[src/hdl/irm_pkg.sv]
// Insulation resistance monitor: shared types, widths and constants.
// No dependencies; every other file of the block imports this package.
package irm_pkg;

  localparam int unsigned RAW_FIELD_W = 24;
  localparam int unsigned VAL_W       = 32;
  localparam int unsigned SLOPE_W     = 40;
  localparam int unsigned OFFSET_W    = 32;
  localparam int unsigned FRAC_W      = 32;
  localparam int unsigned OFF_FRAC_W  = 8;
  localparam int unsigned OFF_SHIFT   = FRAC_W - OFF_FRAC_W;
  localparam int unsigned RES_W       = 24;
  localparam int unsigned NUM_W       = VAL_W + RES_W;
  localparam int unsigned DEN_W       = VAL_W + 1;
  localparam int unsigned CFG_IDX_W   = 3;
  localparam int unsigned CFG_DATA_W  = SLOPE_W;

  localparam logic [VAL_W-1:0] NOT_ESTIMATED = VAL_W'(999 << 16);

  typedef enum logic [CFG_IDX_W-1:0] {
    CFG_CH1_SLOPE  = 3'd0,
    CFG_CH1_OFFSET = 3'd1,
    CFG_CH2_SLOPE  = 3'd2,
    CFG_CH2_OFFSET = 3'd3,
    CFG_MIN_BUS    = 3'd4,
    CFG_DEADZONE   = 3'd5,
    CFG_INT_RES    = 3'd6,
    CFG_FAULT_THR  = 3'd7
  } irm_cfg_idx_e;

  typedef enum logic [1:0] {
    EST_NONE = 2'd0,
    EST_DIV  = 2'd1,
    EST_NEG  = 2'd2,
    EST_ERR  = 2'd3
  } irm_mode_e;

  typedef struct packed {
    logic [SLOPE_W-1:0]         ch1_slope;
    logic signed [OFFSET_W-1:0] ch1_offset;
    logic [SLOPE_W-1:0]         ch2_slope;
    logic signed [OFFSET_W-1:0] ch2_offset;
    logic [VAL_W-1:0]           min_bus;
    logic [VAL_W-1:0]           deadzone;
    logic [RES_W-1:0]           internal_resistance;
    logic [VAL_W-1:0]           fault_threshold;
  } irm_cfg_t;

  localparam irm_cfg_t CFG_RESET = '{
    ch1_slope:           40'd225872,
    ch1_offset:          32'sd225,
    ch2_slope:           40'd233100,
    ch2_offset:          32'sd233,
    min_bus:             32'd50,
    deadzone:            32'd20,
    internal_resistance: 24'd131072,
    fault_threshold:     32'd29491
  };

  typedef struct packed {
    logic [RAW_FIELD_W-1:0] raw_ch1;
    logic [RAW_FIELD_W-1:0] raw_ch2;
  } irm_in_t;

  typedef struct packed {
    logic [VAL_W-1:0] ch1_value;
    logic [VAL_W-1:0] ch2_value;
    logic [VAL_W-1:0] bus_net;
    logic [VAL_W-1:0] insulation;
    logic             fault;
    logic             reading_error;
  } irm_out_t;

  typedef struct packed {
    logic [VAL_W-1:0] v1;
    logic [VAL_W-1:0] v2;
    logic             err;
  } irm_cal_t;

  typedef struct packed {
    logic [VAL_W-1:0] v1;
    logic [VAL_W-1:0] v2;
    irm_mode_e        mode;
  } irm_side_t;

  // quo holds the low dividend bits on entry and the quotient on exit
  typedef struct packed {
    logic [VAL_W-1:0] quo;
    logic [DEN_W-1:0] rem;
    logic [DEN_W-1:0] den;
    logic             ovf;
    irm_side_t        side;
  } irm_div_t;

endpackage

[src/hdl/irm_est.sv]
// Bridge model selection, numerator product and overflow check ahead of
// the divider; three register stages. Depends on irm_pkg.
module irm_est (
  input  logic              clk_i,
  input  logic              rst_ni,
  input  irm_pkg::irm_cfg_t cfg_i,
  input  logic              in_valid_i,
  output logic              in_ready_o,
  input  irm_pkg::irm_cal_t in_i,
  output logic              out_valid_o,
  input  logic              out_ready_i,
  output irm_pkg::irm_div_t out_o
);
  import irm_pkg::*;

  logic [2:0]       valid_q;
  logic             en;
  logic [VAL_W:0]   two_v2;
  logic [VAL_W:0]   two_dz;
  logic [VAL_W+1:0] lo_lhs;
  logic [VAL_W+1:0] up_rhs;
  logic             is_lo;
  logic             is_up;
  irm_mode_e        mode_d;
  logic [DEN_W-1:0] den_d;
  logic [VAL_W-1:0] opnd_d;
  irm_side_t        side0_q;
  logic [DEN_W-1:0] den0_q;
  logic [VAL_W-1:0] opnd0_q;
  irm_side_t        side1_q;
  logic [DEN_W-1:0] den1_q;
  logic [NUM_W-1:0] num1_q;
  logic [RES_W-1:0] num_hi;
  logic             ovf_d;
  irm_div_t         out_q;

  assign en          = !valid_q[2] || out_ready_i;
  assign in_ready_o  = en;
  assign out_valid_o = valid_q[2];
  assign out_o       = out_q;

  always_comb begin
    two_v2 = {in_i.v2, 1'b0};
    two_dz = {cfg_i.deadzone, 1'b0};
    lo_lhs = {1'b0, two_v2} + {1'b0, two_dz};
    up_rhs = {2'b00, in_i.v1} + {1'b0, two_dz};
    is_lo  = lo_lhs < {2'b00, in_i.v1};
    is_up  = {1'b0, two_v2} > up_rhs;
    mode_d = EST_NONE;
    den_d  = '0;
    opnd_d = '0;
    if (in_i.err) begin
      mode_d = EST_ERR;
    end else if (in_i.v1 > cfg_i.min_bus) begin
      if (is_lo) begin
        mode_d = EST_DIV;
        den_d  = {1'b0, in_i.v1} - two_v2;
        opnd_d = in_i.v2;
      end else if (is_up) begin
        if (in_i.v2 > in_i.v1) begin
          mode_d = EST_NEG;
        end else begin
          mode_d = EST_DIV;
          den_d  = two_v2 - {1'b0, in_i.v1};
          opnd_d = in_i.v1 - in_i.v2;
        end
      end
    end
  end

  // quotient fits 32 bits only when the upper numerator bits stay below den
  always_comb begin
    num_hi = num1_q[NUM_W-1:VAL_W];
    ovf_d  = DEN_W'(num_hi) >= den1_q;
  end

  always_ff @(posedge clk_i or negedge rst_ni) begin
    if (!rst_ni) begin
      valid_q <= '0;
    end else if (en) begin
      valid_q <= {valid_q[1:0], in_valid_i};
    end
  end

  always_ff @(posedge clk_i) begin
    if (en) begin
      side0_q.v1   <= in_i.v1;
      side0_q.v2   <= in_i.v2;
      side0_q.mode <= mode_d;
      den0_q       <= den_d;
      opnd0_q      <= opnd_d;
      side1_q      <= side0_q;
      den1_q       <= den0_q;
      num1_q       <= NUM_W'(opnd0_q) * NUM_W'(cfg_i.internal_resistance);
      out_q.quo    <= num1_q[VAL_W-1:0];
      out_q.rem    <= ovf_d ? '0 : DEN_W'(num_hi);
      out_q.den    <= den1_q;
      out_q.ovf    <= ovf_d;
      out_q.side   <= side1_q;
    end
  end

`ifndef SYNTHESIS
  a_div_den_nonzero: assert property (@(posedge clk_i) disable iff (!rst_ni)
    valid_q[0] && side0_q.mode == EST_DIV |-> den0_q != '0)
    else $error("bridge divisor is zero");
`endif

endmodule

[config.mk]
export PLATFORM = sky130hd
export DESIGN_NAME = irm_est
export DESIGN_NICKNAME = d
export VERILOG_FILES = /design/src/hdl/irm_pkg.sv /design/src/hdl/irm_est.sv
export SDC_FILE = /design/constraint.sdc
export NUM_CORES = 2
export LEC_CHECK = 0
export BUFFER_PORTS_ARGS = -buffer_cell sky130_fd_sc_hd__buf_4
export CORE_MARGIN = 8
export CORE_UTILIZATION = 60
export DETAILED_ROUTE_END_ITERATION = 6
export PLACE_DENSITY = 0.87
export SYNTH_ARGS = -nofsm -noshare
export SYNTH_HDL_FRONTEND = slang
export SYNTH_SLANG_ARGS = --single-unit
[constraint.sdc]
create_clock -name clk_i -period 16.15 [get_ports clk_i]
set_clock_uncertainty 0.05 [all_clocks]
set_input_delay 0.8075 -clock clk_i [delete_from_list [all_inputs] [get_ports clk_i]]
set_output_delay 0.8075 -clock clk_i [all_outputs]
set_load 0.01 [all_outputs]
==> flow_summary.yaml <==
placement:
  dp_slack_ps: 7540
  place_congestion: 0.949
  hpwl_mm: 105
  place_area_sq_um: 52900
  numPortBuffers: 314
final_layout:
  post-route-cell-area_sq_um: 54300
  synthToLayoutAreaGrowth_pct: 9.34
  seqCellArea_sq_um: 13300
  fill_cells: 5978
  drive_above_1_share_pct: 9.10
  antenna_cells: 0
  finalNetCount: 6553
  multi_input_area_sq_um: 32200
timing:
  tns_ps: 0
  slew_headroom_pct: 12.4
  tightest_slew_ps: 1310
  hold_violations: 0
  finalCriticalPeriod_ps: 8510
  maxSlewViolCount: 0
  max_freq_mhz: 117
  finalSetupViolations: 0
  fin_crit_sh_pct: 52.7
  rsz0062_at_grt: "false"
  setup_ws_ps: 7640
yosys:
  synth-edff-count: 442
  ys_ff_latch: 445
  ys_top_cells_by_count: "888 x inv_1, 663 x fa_1, 479 x nand2_1"
  post-synth-top-area-cell: "edfxtp_1"
  yosysMostFrequentCell: "inv_1"
  yosysSeqAreaShare_pct: 26.9
  ys.warnings.count: 0
  async_reset_ff_share_pct: 0.674
  synth_top_area_share_pct: 26.7
  ys_types: 85
  synth_cells: 4886
  syn_area_per_cell_sq_um: 10.2
  synth_area_leaders: "edfxtp_1 27%, fa_1 27%, ha_1 12%"
  netlist_area_sq_um: 49700
  ys.flop_type: "edfxtp_1"
setup_path:
  crit_type: "reg2reg"
  cp-start-kind: "flip-flop"
  cp-end-kind: "flip-flop"
  worst-r2r-setup-slack_ps: 7640
  slowest_delay_ps: 1220
  crit_required_ps: 16420
  crit_slowest_cell: "edfxtp_1"
  cp.arrival_ps: 8780
  rr_startpoint: "opnd0_q[18]"
  r2r_cells: 23
  critPathCapture: "num1_q[52]"
  crit_chain: "nand2_1 > fa_1 > inv_1 > fa_1 > inv_1 > fa_1 > fa_1 > inv_1 > fa_1 > fa_1 > inv_1 > fa_1 > inv_1 > ha_1 > nand2_1 > o21ai_0 > a31o_2 > a41oi_2 > o31ai_1 > nand3_1 > a21o_1 > o21ai_0 > xor2_1"
  crit_top_cell: "fa_1"
  reg2reg_to: "num1_q[52]"
  crit_fanout: 24
  startpoint: "opnd0_q[18]"
clock_network:
  cts_sinks: 445
  cts_made_buffers: 44
  path_clk_slew_ps: 70
  cts_buffer_depth: 3
  cts_max_level: 2
  insertion_delay_ps: 600
  cts_tree: "yes"
  cts_resized: 0
  cts_root_buf: "clkbuf_16"
floorplanning:
  die_y_microns: 304
  die_w_microns: 304
  ios: 500
  die_area_sq_um: 92300
  start_util_pct: 60.5
  coreArea_sq_um: 82100
  rows: 105
drt:
  met2_length_mm: 63.8
  top_layer_used: "met5"
  drc: 0
  routed_wl_mm: 139
  drt_iter0_markers: 3694
  wl_met3_mm: 16.8
  m1WireLength_mm: 52.1
  vias: 37400
  wl_per_cell_microns: 22.4
  vias_per_cell: 6.02
  detail-route-antenna-nets: 0
  drt-pass1-iter-count: 7
global_route:
  antenna_found_initial: 10
  grt_pass1_wl_mm: 216
  grt_util_all_layers_pct: 29.7
  grt_max_degree: 157
  grt_pass1_vias: 39300
  grt_overflow: 0
status:
  outcome: "completed"
worst_hold_path:
  min_from: "den0_q[4]"
  min_path_type: "reg2reg"
job:
  cap_violations: 0
-- kinds of logic after synthesis --
kind of cell             share of synthesized area [%]
AND/OR/NAND/NOR                                   13.3
AO/OA/AOI/OAI                                     10.1
flip-flops                                        26.9
adder cells (fa/ha/maj)                           38.2
multiplexers                                     0.300
other                                          0.00755
XOR/XNOR                                          2.71
buffers and inverters                             8.42
-- placed cells by master, fill, tap and decap left out, types with 25 or more instances in the layout --
cell	count
xor2_1	56
a21o_1	140
edfxtp_1	442
o21a_1	47
nor2b_1	42
a21oi_1	211
ha_1	458
nand3_1	49
o21ai_0	109
nand2_1	479
buf_4	352
fa_1	663
nand2b_1	33
nor2_1	159
nor3_1	33
o21bai_1	33
inv_1	888
and2_1	428
xnor2_1	98
clkbuf_16	45
nand4_1	33
a211oi_1	25
-- worst min-delay path by stage --
stage,to,slack (ps),cells past startpoint
after floorplan,den1_q[0],350,0
after global placement,side1_q[41],350,0
after detailed placement,den1_q[0],350,0
after CTS,den1_q[4],350,0
after global routing,den1_q[4],360,0
final,den1_q[4],350,0
-- per-stage QoR --
step,cells,hold slack (ps),util (%)
final,6203,355,66.2
after global routing,6203,358,66.2
after CTS,6203,354,66.2
after detailed placement,6122,355,64.4
after global placement,6122,350,64.4
after floorplan,4894,350,-
-- metal layers --
metal	vias up	GRT usage (%)
met3	497	9.09
met4	16	11.5
met2	2236	47.8
li1	16200	-
met1	18400	37.6
met5	-	0
-- state kept, by name, summed over array words and instances, names as in the netlist --
name	count
den1_q	33
num1_q	56
side1_q	66
den0_q	33
opnd0_q	32
valid_q	3
side0_q	66
out_o	156
-- timing repair --
item                                   CTS  global route
hold buffers                             1             0
buffers inserted                         0             0
endpoints found under the hold margin    3             0
-- worst max-delay path: cells and delay by family, from the launching register on --
family	cells	cell delay, ps
fa+ha+maj	8	3990
buf+inv	5	260
simple gates	3	690
xor+xnor	1	110
compound gates	6	1920
flops	1	1220
-- layout make-up --
cell class | instances | share of cell area, %
Tap cell | 1070 | 2.46
Clock inverter | 29 | 0.546
Timing Repair Buffer | 354 | 4.92
Sequential cell | 445 | 24.6
Multi-Input combinational cell | 3366 | 59.3
Inverter | 888 | 6.13
Clock buffer | 51 | 2.11
Power is not shown: default switching activity piles up to over one toggle a cycle in this logic, so the estimate is an artifact.
